File: config.mk
export PLATFORM = sky130hd
export DESIGN_NAME = sieve_div
export DESIGN_NICKNAME = d
export VERILOG_FILES = /design/src/rtl/core/sieve_pkg.sv /design/src/rtl/core/sieve_div.sv
export SDC_FILE = /design/constraint.sdc
export NUM_CORES = 1
export LEC_CHECK = 0
export ABC_CLOCK_PERIOD_IN_PS = 3600
export BUFFER_PORTS_ARGS = -buffer_cell sky130_fd_sc_hd__clkbuf_2
export CELL_PAD_IN_SITES_DETAIL_PLACEMENT = 0
export CELL_PAD_IN_SITES_GLOBAL_PLACEMENT = 2
export CORE_MARGIN = 4
export CORE_UTILIZATION = 39
export CTS_BUF_LIST = sky130_fd_sc_hd__clkbuf_8
export DETAILED_ROUTE_END_ITERATION = 10
export PLACE_DENSITY = 0.84
export SYNTH_ARGS = -nofsm -noshare
export SYNTH_HDL_FRONTEND = slang
export SYNTH_SLANG_ARGS = --single-unit
File: constraint.sdc
create_clock -name clk -period 3.6 [get_ports clk]
set_input_delay 0.36 -clock clk [delete_from_list [all_inputs] [get_ports clk]]
set_output_delay 0.36 -clock clk [all_outputs]
set_load 0.005 [all_outputs]
File: src/rtl/core/sieve_pkg.sv
// sieve_pkg: shared constants, types and helpers for the segmented sieve
// no dependencies
package sieve_pkg;
	localparam int unsigned SEGMENT_BITS_DEF = 65536;
	localparam int unsigned VAL_W = 40;
	localparam int unsigned PRIME_W = 20;
	localparam int unsigned COUNT_W = 17;
	localparam int unsigned WORD_W = 64;
	localparam int unsigned BIT_IDX_W = 6;
	localparam int unsigned CFG_IDX_W = 1;
	localparam logic [CFG_IDX_W-1:0] REG_LOW = 1'b0;
	localparam logic [CFG_IDX_W-1:0] REG_HIGH = 1'b1;

	typedef enum logic [3:0] {
		ST_IDLE, ST_CLEAR, ST_SQ, ST_CHK, ST_DIV, ST_START, ST_MARK, ST_CNT, ST_OUT
	} state_t;

	function automatic logic [6:0] popcnt64(input logic [WORD_W-1:0] w);
		logic [6:0] c;
		c = '0;
		for (int i = 0; i < WORD_W; i++) c = c + {6'd0, w[i]};
		return c;
	endfunction
endpackage

File: src/rtl/core/sieve_div.sv
// sieve_div: radix-2 restoring divider, one quotient bit per cycle, gives the remainder
// depends on sieve_pkg
module sieve_div import sieve_pkg::*; (
	input  logic                 clk,
	input  logic                 arst_n,
	input  logic                 go,
	input  logic [VAL_W:0]       num,
	input  logic [PRIME_W-1:0]   den,
	output logic                 done,
	output logic [PRIME_W-1:0]   rem
);
	logic [VAL_W:0] q_q;
	logic [PRIME_W:0] r_q;
	logic [5:0] cnt_q;
	logic busy_q;
	logic [PRIME_W+1:0] trial;

	assign trial = {r_q, q_q[VAL_W]};
	assign rem = r_q[PRIME_W-1:0];

	always_ff @(posedge clk or negedge arst_n) begin
		if (!arst_n) begin
			busy_q <= 1'b0;
			done <= 1'b0;
			cnt_q <= '0;
		end else begin
			done <= 1'b0;
			if (go) begin
				busy_q <= 1'b1;
				cnt_q <= 6'(VAL_W + 1);
			end else if (busy_q) begin
				cnt_q <= cnt_q - 6'd1;
				if (cnt_q == 6'd1) begin
					busy_q <= 1'b0;
					done <= 1'b1;
				end
			end
		end
	end

	always_ff @(posedge clk) begin
		if (go) begin
			q_q <= num;
			r_q <= '0;
		end else if (busy_q) begin
			if (trial >= {2'b0, den}) begin
				r_q <= (PRIME_W+1)'(trial - {2'b0, den});
				q_q <= {q_q[VAL_W-1:0], 1'b1};
			end else begin
				r_q <= trial[PRIME_W:0];
				q_q <= {q_q[VAL_W-1:0], 1'b0};
			end
		end
	end
endmodule

# Yosys cells after proc, flatten, opt, wreduce, memory -nomap -nowiden
# Index checks and enable logic that the tools add are counted.
# word_totals
ff_bits,70
inputBits,64
output_inout_bits,21
wordCells,22
# classes
addsub,2
magnitude_cmp,1
n_eq_ne,1
muxes,12
n_reduce_logical,1
# ops
operator,n
2-to-1 mux 41 bit,2
greater-or-equal comparator 22 x 20 -> 1 bit,1
2-to-1 mux 21 bit,1
subtractor 21 x 20 -> 21 bit,1
2-to-1 mux 6 bit,2
2-to-1 mux 1 bit,7
"== test 6 x 1 -> 1 bit, second input constant",1
"subtractor 6 x 1 -> 6 bit, second input constant",1
nonzero test 2 bit,1

# Longest topological paths before layout
# logic_depth
ltp_word,4
ltp_mapped,11
mapped_depth_nobuf,10

# Worst setup path before layout
# Ideal clock, no wire load.
# synth_timing
kind,register to register
start,register q_q[40]
end,"register q_q[0], data pin"
setup_ns,0.260
arrival_time_ns,2.213
required_time_ns,3.340
setup_slack_ns,1.127
stages_incl_launch_ff,12
path_buffers,1
synth_period_minus_slack_ns,2.473
path_cell_list,edfxtp_1 -> inv_1 -> ha_1 -> inv_1 -> fa_1 -> a21oi_2 -> o211ai_2 -> o21ai_2 -> a21o_1 -> buf_4 -> nand2_4 -> mux2_2
# synth_between
elab_chain_cells,4
# synth_lines
item,line,rtl
from (decl),sieve_div.sv:12,logic [VAL_W:0] q_q;
from (signal assigned),sieve_div.sv:43,q_q <= num;
from (signal assigned),sieve_div.sv:48,"q_q <= {q_q[VAL_W-1:0], 1'b1};"
from (signal assigned),sieve_div.sv:51,"q_q <= {q_q[VAL_W-1:0], 1'b0};"
greater-or-equal comparator 22 x 20 -> 1 bit,sieve_div.sv:46,"if (trial >= {2'b0, den}) begin"
2-to-1 mux 1 bit,sieve_div.sv:46,
2-to-1 mux 41 bit,sieve_div.sv:45,end else if (busy_q) begin
2-to-1 mux 41 bit,sieve_div.sv:42,if (go) begin
# Every way passes these cells. The select of a mux whose other input is x is not followed.
# A chain may end at the register's enable or synchronous reset.

# Worst setup path in the final report
# Ends and elaborated chain as after synthesis.

==> flow_metrics.tcl <==
set metrics [dict create \
    vias_per_cell 5.408 \
    cpMostUsedCell "inv_1" \
    finClkSkew_ns 0.01160 \
    cts.htree.levels 3 \
    seq_area_um2 1852 \
    crit_chain "inv_1 > ha_1 > inv_1 > fa_1 > a21oi_2 > o211ai_2 > o21ai_2 > a21o_1 > nand2_4 > mux2_2" \
    combPwrFrac 0.445 \
    power.leakage_nw 2.229 \
    instances_no_fill 676 \
    grt_pass1_wl_um 17710 \
    swShare 0.3841 \
    rsz0062_at_grt "no" \
    drive_above_1_share 0.3133 \
    die_area_um2 13610 \
    place.port_buffers 84 \
    dp_hpwl_um 8742 \
    syn2layout_area_growth_pct 13.75 \
    critPathLaunchType "register" \
    synth.most_common_cell "nand2_1" \
    p_int_mw 2.142 \
    met1_usage 0.2329 \
    netlist_area_um2 4606 \
    maxSlewHeadroom 0.6270 \
    syn_nets 556 \
    cts_tree "yes" \
    hold_viol_final 0 \
    yosys.area.top_type "edfxtp_1" \
    placedCellCount 659 \
    reg2reg_depth 10 \
    fin_nets 615 \
    finalSetupViolCount 0 \
    numCtsBuffers 9 \
    cp-endpoint "q_q[0]" \
    path_class "register to register" \
    synth.top_cell.area_share 0.2673 \
    crit_path_max_fanout 10 \
    yosysSeqAreaShare 0.4021 \
    cap_violations 0 \
    use_met3 0.03316 \
    cp.arrival_ns 3.01 \
    rows 39 \
    fmax_ghz 0.3444 \
    crit_path_start "q_q[40]" \
    finalCritPeriodShare 0.8066 \
    slew_violations 0 \
    synth_edf_count 41 \
    p_sw_mw 1.336 \
    cp.required_ns 3.70 \
    dieWidth_um 116.7 \
    drt-initial-drc-count 162 \
    drtAntennaViolNets 0 \
    cts_resized 0 \
    gr-usage-all-layers 0.1650 \
    worstHoldPathType "input pin to register" \
    seq_power_share 0.332 \
    crit_family "compound AO/OA/AOI/OAI gates" \
    drc 0 \
    cts_sinks 70 \
    hold_buffers 1 \
    antennaDiodeCount 0 \
    die_height_um 116.7 \
    post-cts-setup-buffer-count 0 \
    drtPass1Iterations 4 \
    synthCells 469 \
    yosysWarningCount 0 \
    p_clk_frac 0.223 \
    path_buf_inv 2 \
    worst_slew_pin_slew_ns 0.5557 \
    initial_core_util 0.4016 \
    ioPinCount 85 \
    path_depth 10 \
    vias 3656 \
    multi_input_area_um2 2357 \
    critPathMaxStageDelay_ns 0.45 \
    ff2ff_setup_slack_ns 0.70 \
    fin_crit_ns 2.904 \
    crit_path_end_kind "register" \
    synth.avg_cell_area_um2 9.820 \
    grt_overflow_total 0 \
    grt_use_met2 0.2639 \
    gp_congestion 0.8078 \
    wire_per_inst_um 16.79 \
    antenna_found_initial 0 \
    yosysUniqueCellTypes 65 \
    clk_latency_ns 0.35 \
    powerDensity_nw_per_um2 663.8 \
    path_clk_slew_ns 0.08 \
    reg2reg_to "q_q[0]" \
    wl_um 11350 \
    placeableCoreArea_um2 11470 \
    rr_startpoint "q_q[40]" \
    grt_max_degree 42 \
    synthTopCellsByCount "42 x nand2_1, 41 x edfxtp_1, 41 x mux2_2" \
    peakVddDrop_mv 0.2902 \
    slowest_stage "a21o_1" \
    synth_ff_type "edfxtp_1" \
    ys_ff_latch 70 \
    n_fill_cell 1158 \
    first_global_vias 3520 \
    setup_tns_ns 0 \
    outcome "finished, final reports clean" \
    cts_buffer_depth 2 \
    synth-async-reset-ratio 0.1143 \
    grt_busiest_layer "met2" \
    clockRootBuffer "clkbuf_8" \
    synthTopCellsByArea "edfxtp_1 27%, mux2_2 10%, dfxtp_1 9.1%" \
]
worst min-delay path by stage:
stage,start,to,slack [ns],cells after the start
floorplan,arst_n,busy_q,0.06,0
global placement,arst_n,cnt_q[4],0.22,1
detailed placement,arst_n,cnt_q[4],0.22,1
CTS,num[25],q_q[25],0.30,2
global route,num[28],q_q[28],0.29,2
finish,num[23],q_q[23],0.31,2
sequential cells by signal, summed over array words and instances, names as in the netlist:
| signal | cells |
|---|---|
| r_q | 21 |
| q_q | 41 |
| busy_q | 1 |
| done | 1 |
| cnt_q | 6 |
cells by family (layout without fill, tap and decap cells):
| family | Yosys count | after routing | synth area share |
|---|---|---|---|
| AOI/OAI and AO/OA | 115 | 115 | 0.1853 |
| xor gates and xnor gates | 17 | 17 | 0.03233 |
| adders and majority gates | 23 | 23 | 0.06411 |
| buffers and inverters | 77 | 141 | 0.08612 |
| DFF | 70 | 70 | 0.4021 |
| muxes | 43 | 43 | 0.1046 |
| and+or+nand+nor | 124 | 124 | 0.1255 |
layout by cell type, fill, tap and decap left out, types with 9 or more instances in the layout:
| cell type | count |
|---|---|
| a21oi_1 | 19 |
| clkbuf_2 | 84 |
| clkbuf_8 | 9 |
| dfxtp_1 | 21 |
| edfxtp_1 | 41 |
| ha_1 | 22 |
| inv_1 | 32 |
| mux2_2 | 41 |
| nand2_1 | 42 |
| nand3_1 | 12 |
| nor2_1 | 35 |
| o21ai_0 | 20 |
| xnor2_1 | 13 |
per-stage QoR:
stage               hold slack [ns]  setup slack (ns)  cell area, µm²  utilization  power [mW]
CTS                          0.2994            0.6834            5239       0.4568       3.499
detailed placement           0.2180            0.6902            4985       0.4347       2.718
finish                       0.3113            0.6962            5239       0.4568       3.477
floorplan                   0.06441             1.127            4606            -       2.348
global placement             0.2171            0.7892            4985       0.4347       2.698
global route                 0.2915            0.5282            5239       0.4568       3.702
area by class of cell:
class | count | share of cell area
Sequential cell | 70 | 0.3535
Multi-Input combinational cell | 322 | 0.4500
Clock inverter | 7 | 0.02293
Clock buffer | 9 | 0.02364
Tap cell | 143 | 0.03415
Timing Repair Buffer | 92 | 0.09219
Inverter | 33 | 0.02364
power groups by stage:
stage	registers, mW	logic [mW]	clock network (mW)
finish	1.16	1.55	0.775
global route	1.18	1.70	0.826
CTS	1.16	1.55	0.792
detailed placement	1.18	1.54	0
global placement	1.17	1.53	0
floorplan	1.11	1.24	0
per-layer routing:
layer | up-vias | part of all wire
li1 | 1815 | -
met1 | 1738 | 0.47
met2 | 95 | 0.46
met3 | 8 | 0.055
met4 | 0 | 0.0078
met5 | - | 0
Power figures use the tool's default switching activity.
